**src/rtl/gdp_pkg.sv**
```systemverilog
// Shared widths and the stage control type for the GF(2^51) dot product.
// No dependencies; imported by every module of the block.
package gdp_pkg;

  localparam int unsigned ElemW  = 51;              // field element width
  localparam int unsigned ProdW  = 2 * ElemW - 1;   // carry-less product width
  localparam int unsigned UpW    = ProdW - ElemW;   // coefficients x^51 .. x^100
  localparam int unsigned FoldA  = 45;
  localparam int unsigned FoldB  = 48;
  localparam int unsigned FoldC  = 50;
  localparam int unsigned TapTop = 6;
  localparam int unsigned TapMid = 3;
  localparam int unsigned TapLow = 1;

  typedef logic [ElemW-1:0] elem_t;
  typedef logic [ProdW-1:0] prod_t;
  typedef logic [UpW-1:0]   up_t;

  // Control carried alongside a payload between stages
  typedef struct packed {
    logic valid;
    logic last;
  } stage_ctl_t;

endpackage

```
**src/rtl/gdp_clmul.sv**
```systemverilog
// Product stage: 51x51 carry-less multiply into a registered 101-bit product.
// Depends on gdp_pkg.
module gdp_clmul (
  input  logic               clk_i,
  input  logic               rst_ni,
  input  logic               load_i,
  input  logic               take_i,
  input  logic               last_i,
  input  gdp_pkg::elem_t     lhs_i,
  input  gdp_pkg::elem_t     rhs_i,
  output gdp_pkg::stage_ctl_t ctl_o,
  output gdp_pkg::prod_t     prod_o
);
  import gdp_pkg::*;

  stage_ctl_t ctl_q, ctl_d;
  prod_t      prod_q, prod_d;

  // XOR tree over the partial products
  always_comb begin
    prod_d = '0;
    for (int i = 0; i < ElemW; i++) begin
      if (rhs_i[i]) begin
        prod_d = prod_d ^ (ProdW'(lhs_i) << i);
      end
    end
  end

  always_comb begin
    ctl_d = ctl_q;
    if (load_i) begin
      ctl_d.valid = 1'b1;
      ctl_d.last  = last_i;
    end else if (take_i) begin
      ctl_d.valid = 1'b0;
    end
  end

  always_ff @(posedge clk_i or negedge rst_ni) begin
    if (!rst_ni) begin
      ctl_q <= '0;
    end else begin
      ctl_q <= ctl_d;
    end
  end

  always_ff @(posedge clk_i) begin
    if (load_i) begin
      prod_q <= prod_d;
    end
  end

  assign ctl_o  = ctl_q;
  assign prod_o = prod_q;

endmodule

```
**src/rtl/gdp_acc_reduce.sv**
```systemverilog
// Accumulate stage: XOR products into the unreduced accumulator, fold it
// modulo x^51+x^6+x^3+x+1 on the last pair and hold the result. Uses gdp_pkg.
module gdp_acc_reduce (
  input  logic                clk_i,
  input  logic                rst_ni,
  input  gdp_pkg::stage_ctl_t ctl_i,
  input  gdp_pkg::prod_t      prod_i,
  output logic                take_o,
  output logic                out_valid_o,
  input  logic                out_stall_i,
  output gdp_pkg::elem_t      dot_result_o
);
  import gdp_pkg::*;

  prod_t acc_q, acc_d;
  prod_t acc_sum;
  elem_t result_q, result_d;
  logic  out_valid_q, out_valid_d;
  logic  blocked;
  up_t   up_raw, up_fold;
  elem_t lo_part;

  assign blocked = out_valid_q && out_stall_i;
  // A non-last product never needs the output register
  assign take_o  = ctl_i.valid && (!ctl_i.last || !blocked);
  assign acc_sum = acc_q ^ prod_i;

  always_comb begin
    up_raw  = acc_sum[ProdW-1:ElemW];
    lo_part = acc_sum[ElemW-1:0];
    up_fold = up_raw ^ (up_raw >> FoldA) ^ (up_raw >> FoldB) ^ (up_raw >> FoldC);
    // widen to the element width before shifting so the top coefficient survives
    result_d = lo_part
             ^ (ElemW'(up_fold) << TapTop)
             ^ (ElemW'(up_fold) << TapMid)
             ^ (ElemW'(up_fold) << TapLow)
             ^ ElemW'(up_fold);
  end

  always_comb begin
    acc_d       = acc_q;
    out_valid_d = out_valid_q;
    if (!out_stall_i) begin
      out_valid_d = 1'b0;
    end
    if (take_o) begin
      if (ctl_i.last) begin
        acc_d       = '0;
        out_valid_d = 1'b1;
      end else begin
        acc_d = acc_sum;
      end
    end
  end

  always_ff @(posedge clk_i or negedge rst_ni) begin
    if (!rst_ni) begin
      acc_q       <= '0;
      out_valid_q <= 1'b0;
    end else begin
      acc_q       <= acc_d;
      out_valid_q <= out_valid_d;
    end
  end

  always_ff @(posedge clk_i) begin
    if (take_o && ctl_i.last) begin
      result_q <= result_d;
    end
  end

  assign out_valid_o  = out_valid_q;
  assign dot_result_o = result_q;

endmodule

```
**src/rtl/gf2_51_dot_product.sv**
```systemverilog
// Streaming GF(2^51) dot product: one pair per cycle, result on the last pair.
// A last pair goes from the input register to the product register; its result
// is then registered. Throughput: one pair per cycle unless stalled; the input,
// product and result registers each hold one transaction, so a stalled result
// blocks only behind a last pair. Reset clears the valid flags and accumulator.
module gf2_51_dot_product (
  input  logic                clk_i,
  input  logic                rst_ni,
  input  logic                in_valid_i,
  output logic                in_stall_o,
  input  gdp_pkg::elem_t      lhs_element_i,
  input  gdp_pkg::elem_t      rhs_element_i,
  input  logic                last_pair_i,
  output logic                out_valid_o,
  input  logic                out_stall_i,
  output gdp_pkg::elem_t      dot_result_o
);
  import gdp_pkg::*;

  logic       in_valid_q, in_valid_d;
  logic       last_q;
  elem_t      lhs_q, rhs_q;
  logic       in_accept;
  logic       advance;
  logic       take;
  stage_ctl_t p_ctl;
  prod_t      prod;

  // Advance the input register when the product stage is empty or draining
  assign advance    = in_valid_q && (!p_ctl.valid || take);
  assign in_stall_o = in_valid_q && !advance;
  assign in_accept  = in_valid_i && !in_stall_o;

  always_comb begin
    in_valid_d = in_valid_q;
    if (in_accept) begin
      in_valid_d = 1'b1;
    end else if (advance) begin
      in_valid_d = 1'b0;
    end
  end

  always_ff @(posedge clk_i or negedge rst_ni) begin
    if (!rst_ni) begin
      in_valid_q <= 1'b0;
    end else begin
      in_valid_q <= in_valid_d;
    end
  end

  always_ff @(posedge clk_i) begin
    if (in_accept) begin
      lhs_q  <= lhs_element_i;
      rhs_q  <= rhs_element_i;
      last_q <= last_pair_i;
    end
  end

  gdp_clmul u_clmul (
    .clk_i  (clk_i),
    .rst_ni (rst_ni),
    .load_i (advance),
    .take_i (take),
    .last_i (last_q),
    .lhs_i  (lhs_q),
    .rhs_i  (rhs_q),
    .ctl_o  (p_ctl),
    .prod_o (prod)
  );

  gdp_acc_reduce u_acc (
    .clk_i        (clk_i),
    .rst_ni       (rst_ni),
    .ctl_i        (p_ctl),
    .prod_i       (prod),
    .take_o       (take),
    .out_valid_o  (out_valid_o),
    .out_stall_i  (out_stall_i),
    .dot_result_o (dot_result_o)
  );

endmodule

```
**config.mk**
```make
export PLATFORM = sky130hd
export DESIGN_NAME = gf2_51_dot_product
export DESIGN_NICKNAME = d
export VERILOG_FILES = /design/src/rtl/gdp_pkg.sv /design/src/rtl/gdp_clmul.sv /design/src/rtl/gdp_acc_reduce.sv /design/src/rtl/gf2_51_dot_product.sv
export SDC_FILE = /design/constraint.sdc
export NUM_CORES = 2
export LEC_CHECK = 0
export BUFFER_PORTS_ARGS = -buffer_cell sky130_fd_sc_hd__buf_2
export CORE_ASPECT_RATIO = 1.25
export CORE_MARGIN = 3
export CORE_UTILIZATION = 30
export CTS_CLUSTER_SIZE = 14
export DETAILED_ROUTE_END_ITERATION = 10
export PLACE_DENSITY = 0.47
export SLEW_MARGIN = 20
export SYNTH_ARGS = -nofsm -noshare
export SYNTH_HDL_FRONTEND = slang
export SYNTH_SLANG_ARGS = --single-unit
```
**constraint.sdc**
```tcl
create_clock -name clk_i -period 3.8 [get_ports clk_i]
set_clock_uncertainty 0.15 [all_clocks]
set_input_delay 0.19 -clock clk_i [delete_from_list [all_inputs] [get_ports clk_i]]
set_output_delay 0.19 -clock clk_i [all_outputs]
set_load 0.05 [all_outputs]
```
Word-level counts from Yosys, hierarchy flattened
Cells that the tools add are included. Widths: inputs -> output; s select.

Shift-type cells: 0. Bitwise operators: 57. Reduce and logical (&&, ||, !) cells: 15. Eq/ne operators: 0. Multiply operators: 0. Div/mod/pow operators: 0. Magnitude comparators: 0. Add/subtract/negate cells: 0. Mux-type cells: 59.

Operator list (number): $mux 101 (51); $xor 101x101->101 (2); $xor 51x51->51 (3); $xor 101x100->101 (1); $xor 101x52->101 (1); $xor 101x53->101 (1); $xor 101x54->101 (1); $xor 101x55->101 (1); $xor 101x56->101 (1); $xor 101x57->101 (1); $xor 101x58->101 (1); $xor 101x59->101 (1); $xor 101x60->101 (1); $xor 101x61->101 (1); $xor 101x62->101 (1); $xor 101x63->101 (1); $xor 101x64->101 (1); $xor 101x65->101 (1); $xor 101x66->101 (1); $xor 101x67->101 (1); $xor 101x68->101 (1); $xor 101x69->101 (1); $xor 101x70->101 (1); $xor 101x71->101 (1); other kinds (37) (54).

Bits in writable memories: 0. Bits of input ports: 107. Bits in registers: 360. Memories: 0. Bits in latches: 0. Output and inout bits: 53. Bits in read-only memories: 0. Word-level logic and storage cells: 141.

Longest topological paths before layout
Depth after elaboration: 101. Gate-level depth with buffers: 9. Mapped depth without buffers: 6.

Modules after synthesis
A second synthesis with hierarchy kept.

Cells, all modules: 6535. Area, all modules: 50927.6 um2.

By module, submodules not included: gdp_clmul (area each 38490.7 um2, times used 1, cells each 5703, seq. area each 3083.0 um2); gdp_acc_reduce (area each 9271.4 um2, times used 1, cells each 722, seq. area each 4083.9 um2); gf2_51_dot_product (area each 3165.5 um2, times used 1, cells each 110, seq. area each 3118.0 um2).

Least setup slack after synthesis
OpenSTA, ideal clock, no wires.

Path type: flip-flop to flip-flop. Start: register u_acc.out_valid_q, in the netlist u_acc.out_valid_o. End: register u_clmul.ctl_q, in the netlist u_clmul.ctl_o[0]. Buffers on the path: 0. Clock period less this slack: 3.936 ns. Data arrival time: 3.655 ns. Data required time: 3.518 ns. Cell stages (with the launch flop): 4. Setup slack: -0.136 ns. Setup time: 0.132 ns. Cells stage by stage: dfrtp_1 -> nand4_1 -> and2_1 -> mux2_2.

Cells in the longest elaborated chain, start to end: 6.

Ends and longest elaborated chain: start, declared (line gdp_acc_reduce.sv:18) `logic out_valid_q, out_valid_d;`; start signal, assigned (line gdp_acc_reduce.sv:62) `out_valid_q <= out_valid_d;`; $logic_and 1x1->1 (line gdp_acc_reduce.sv:23) `assign blocked = out_valid_q && out_stall_i;`; $logic_not 1->1 (line gdp_acc_reduce.sv:25) `assign take_o = ctl_i.valid && (!ctl_i.last || !blocked);`; $logic_or 1x1->1 (line gdp_acc_reduce.sv:25); $logic_and 1x1->1 (line gdp_acc_reduce.sv:25); $logic_or 1x1->1 (line gf2_51_dot_product.sv:30) `assign advance = in_valid_q && (!p_ctl.valid || take);`; $logic_and 1x1->1 (line gf2_51_dot_product.sv:30); via advance (line gf2_51_dot_product.sv:24) `logic advance;`; end signal, assigned (line gdp_clmul.sv:43) `ctl_q <= ctl_d;`; end, declared (line gdp_clmul.sv:16) `stage_ctl_t ctl_q, ctl_d;`.

The timed path passes the listed nets, and every way through them passes these cells. A chain may end at the register's enable or synchronous reset.

Final worst setup path
Start: register rhs_q[21]. End: register u_clmul.prod_q[57], in the netlist u_clmul.prod_o[57], data pin.

Cells in the longest elaborated chain, start to end: 59.

Ends and longest elaborated chain: start, declared (line gf2_51_dot_product.sv:22) `elem_t lhs_q, rhs_q;`; start signal, assigned (line gf2_51_dot_product.sv:54) `rhs_q <= rhs_element_i;`; $mux 101 * (line gdp_clmul.sv:23) `if (rhs_i[i]) begin`; $xor 101x73->101 (line gdp_clmul.sv:24) `prod_d = prod_d ^ (ProdW'(lhs_i) << i);`; $mux 101 * (line gdp_clmul.sv:23); $xor 101x74->101 (line gdp_clmul.sv:24); $mux 101 * (line gdp_clmul.sv:23); $xor 101x75->101 (line gdp_clmul.sv:24); $mux 101 * (line gdp_clmul.sv:23); $xor 101x76->101 (line gdp_clmul.sv:24); [44 not listed]; $mux 101 * (line gdp_clmul.sv:23); $xor 101x99->101 (line gdp_clmul.sv:24); $mux 101 * (line gdp_clmul.sv:23); $xor 101x100->101 (line gdp_clmul.sv:24); $mux 101 * (line gdp_clmul.sv:23); $xor 101x101->101 (line gdp_clmul.sv:24); $mux 101 * (line gdp_clmul.sv:23); via u_clmul.prod_d[57] (line gdp_clmul.sv:17) `prod_t prod_q, prod_d;`; end signal, assigned (line gdp_clmul.sv:49) `prod_q <= prod_d;`; end, declared (line gdp_clmul.sv:17).

The timed path passes the listed nets; every way through them passes the cells marked *.

==> metrics.cfg <==
[die]
ios = 160
start_util_pct = 30.3
die_area_sq_um = 171000
rows = 166
die_w_um = 371
die_y_um = 462
core_area_sq_um = 164000

[final_layout]
nNetsFinal = 6819
final_cell_mix = 2701 x nand2_1, 2096 x xnor2_1, 600 x xor2_1
regArea_sq_um = 10300
fin_cells = 8938
multiInputGateArea_sq_um = 36100
layout_commonest_cell = nand2_1
drive_gt1_share_pct = 7.98
syn2layout_area_growth_pct = 12.1
fill_cells = 17400

[sta]
tightest_slew_ps = 996
tns_ps = 0
finalSetupViolCount = 0
hold_viol_final = 0
period_share_pct = 85.2
fin_ws_ps = 564
relSlewSlack_pct = 33.6
max_freq_mhz = 309
fin_crit_ps = 3240
rsz0062_at_grt = false
slew_violations = 0

[route]
antenna_left = 0
vias = 46100
drt_pass1_iterations = 8
avgRoutedWirePerCell_um = 26.4
via_per_inst = 5.15
routed_wl_um = 236000
drc = 0
first_iter_violations = 5693

[synth]
synth_area_sq_um = 49900
synth_area_leader_cell = xnor2_1
synth_nets = 6780
synthTopCellsByArea = xnor2_1 37%, nand2_1 20%, edfxtp_1 15%
yosysTopAreaCellShare_pct = 36.8
synth_compound_area_share_pct = 1.94
synthMuxAreaShare_pct = 0.0226
synth-simple-area-share_pct = 21.1
ys_types = 22
synth_seq_cells = 360
ys_seq_area_share_pct = 20.6
synthXorXnorAreaFrac_pct = 49.2
avgSynthCellArea_sq_um = 7.48
synth_top_family_by_area = XOR/XNOR gates
synth_adder_area_share_pct = 0
netlist_instances = 6673
ys_warn_count = 0

[power_and_ir_drop]
ir_drop_v = 0.000502
finalPower_uw = 35600
powerDensity_nw_per_um2 = 637
leakagePower_uw = 0.0209

[global_route]
grt_pass1_wl_um = 336000
grt-ovfl-total = 0
first_global_vias = 46100
antenna_found_initial = 3
grt_util_all_layers_pct = 26.9
grt_max_degree = 69

[setup_path]
startpoint_type = register
critical_path.most_common_cell = xnor2_1
path_buf_inv = 1
crit_type = reg2reg
cp_data_required_time_ps = 4010
max_stage_delay_ps = 970
path_max_fanout = 16
cpLargestDelayFamily = XOR/XNOR gates
crit_chain = buf_4 > nand2_1 > xnor2_1 > xnor2_1 > xnor2_1 > xnor2_1 > xnor3_1
arrival_ps = 3450
critPathSlowestCell = edfxtp_1
end_kind = register

[cts]
cts-root-buf = clkbuf_16
ctsResizeCount = 0
cts.sinks = 360
clk_latency_ps = 670
clkTransAtPathRegs_ps = 70
cts_tree = yes
numCtsBuffers = 48
clk_path_buf_depth = 3
htree_num_levels = 2

[run]
max_cap_viol_count = 0

[placement]
gp_congestion = 0.892
dp_slack_ps = 710
numPortBuffers = 159
place.detailed.hpwl_um = 136000
dp_cells = 8739

[min_path]
worstHoldPathType = in2async

[run_status]
status = finished clean

==> through the flow <==
| step | util, % | cell area (sq um) | hold slack (ps) |
|---|---|---|---|
| finish | 34.0 | 55900 | 80.2 |
| global route | 34.0 | 55900 | 85.3 |
| CTS | 34.0 | 55900 | 47.0 |
| detailed placement | 32.4 | 53300 | 208 |
| global placement | 32.4 | 53300 | 213 |
| floorplan | - | 49900 | -256 |
==> kinds of logic after synthesis <==
kind of cell | Yosys count
compound gates | 193
xor+xnor | 2739
buf+inv | 576
flops | 360
mux | 1
simple gates | 2804
==> sequential cells by signal (all words and copies together), names as in the netlist <==
register and flops:
in_valid_q 1, last_q 1, lhs_q 51, rhs_q 51, u_acc.acc_q 101, u_acc.dot_result_o 51
u_acc.out_valid_o 1, u_clmul.ctl_o 2, u_clmul.prod_o 101
==> final timing paths <==
kind | start | endpoint | slack, ps | cells after the start
min in group clk_i | rhs_element_i[0] | rhs_q[0] | 80 | 2
hold / removal | rst_ni | u_acc.acc_q[1] | 80 | 2
max in group asynchronous | rst_ni | u_acc.acc_q[76] | 2660 | 3
setup / recovery | rhs_q[21] | u_clmul.prod_o[57] | 560 | 7
setup reg to reg | rhs_q[21] | u_clmul.prod_o[57] | 560 | 7
hold reg to reg | in_valid_q | u_clmul.ctl_o[1] | 340 | 1
==> final cells by class <==
class / count / area share, %
Clock buffer: 61 / 2.33
Timing Repair Buffer: 563 / 9.27
Clock inverter: 29 / 0.526
Antenna cell: 2 / 0.00895
Multi-Input combinational cell: 5737 / 64.6
Inverter: 2 / 0.0134
Tap cell: 2184 / 4.88
Sequential cell: 360 / 18.4
==> layer usage <==
metal	vias to the layer above	part of all wire, %	track usage, %
li1	20100	-	-
met1	21800	38	34.2
met2	3180	44	42.7
met3	941	11	5.05
met4	0	6.4	14.7
met5	-	0	0
==> cells in the mapped netlist, drive strengths merged <==
library cell,instances
o21ai,192
edfxtp,255
nand3,1
dfrtp,105
buf,541
clkbuf,33
nand4,1
xnor2,2097
and2,4
inv,2
a21o,1
xor2,600
xnor3,42
and3,1
nor2b,1
nor2,91
nand2,2702
nand2b,3
mux2,1
==> what timing repair did <==
action / 4_1_cts / 5_1_grt
setup buffers: 0 / 0
endpoints found under the hold margin: 167 / 0
hold buffers: 107 / 0
==> report_power, final <==
group          internal, uW  switching [uW]
registers              6920            1760
clock network          2680            2170
logic                 10200           11900
total                 19800           15800
(Power assumes the default switching activity.)
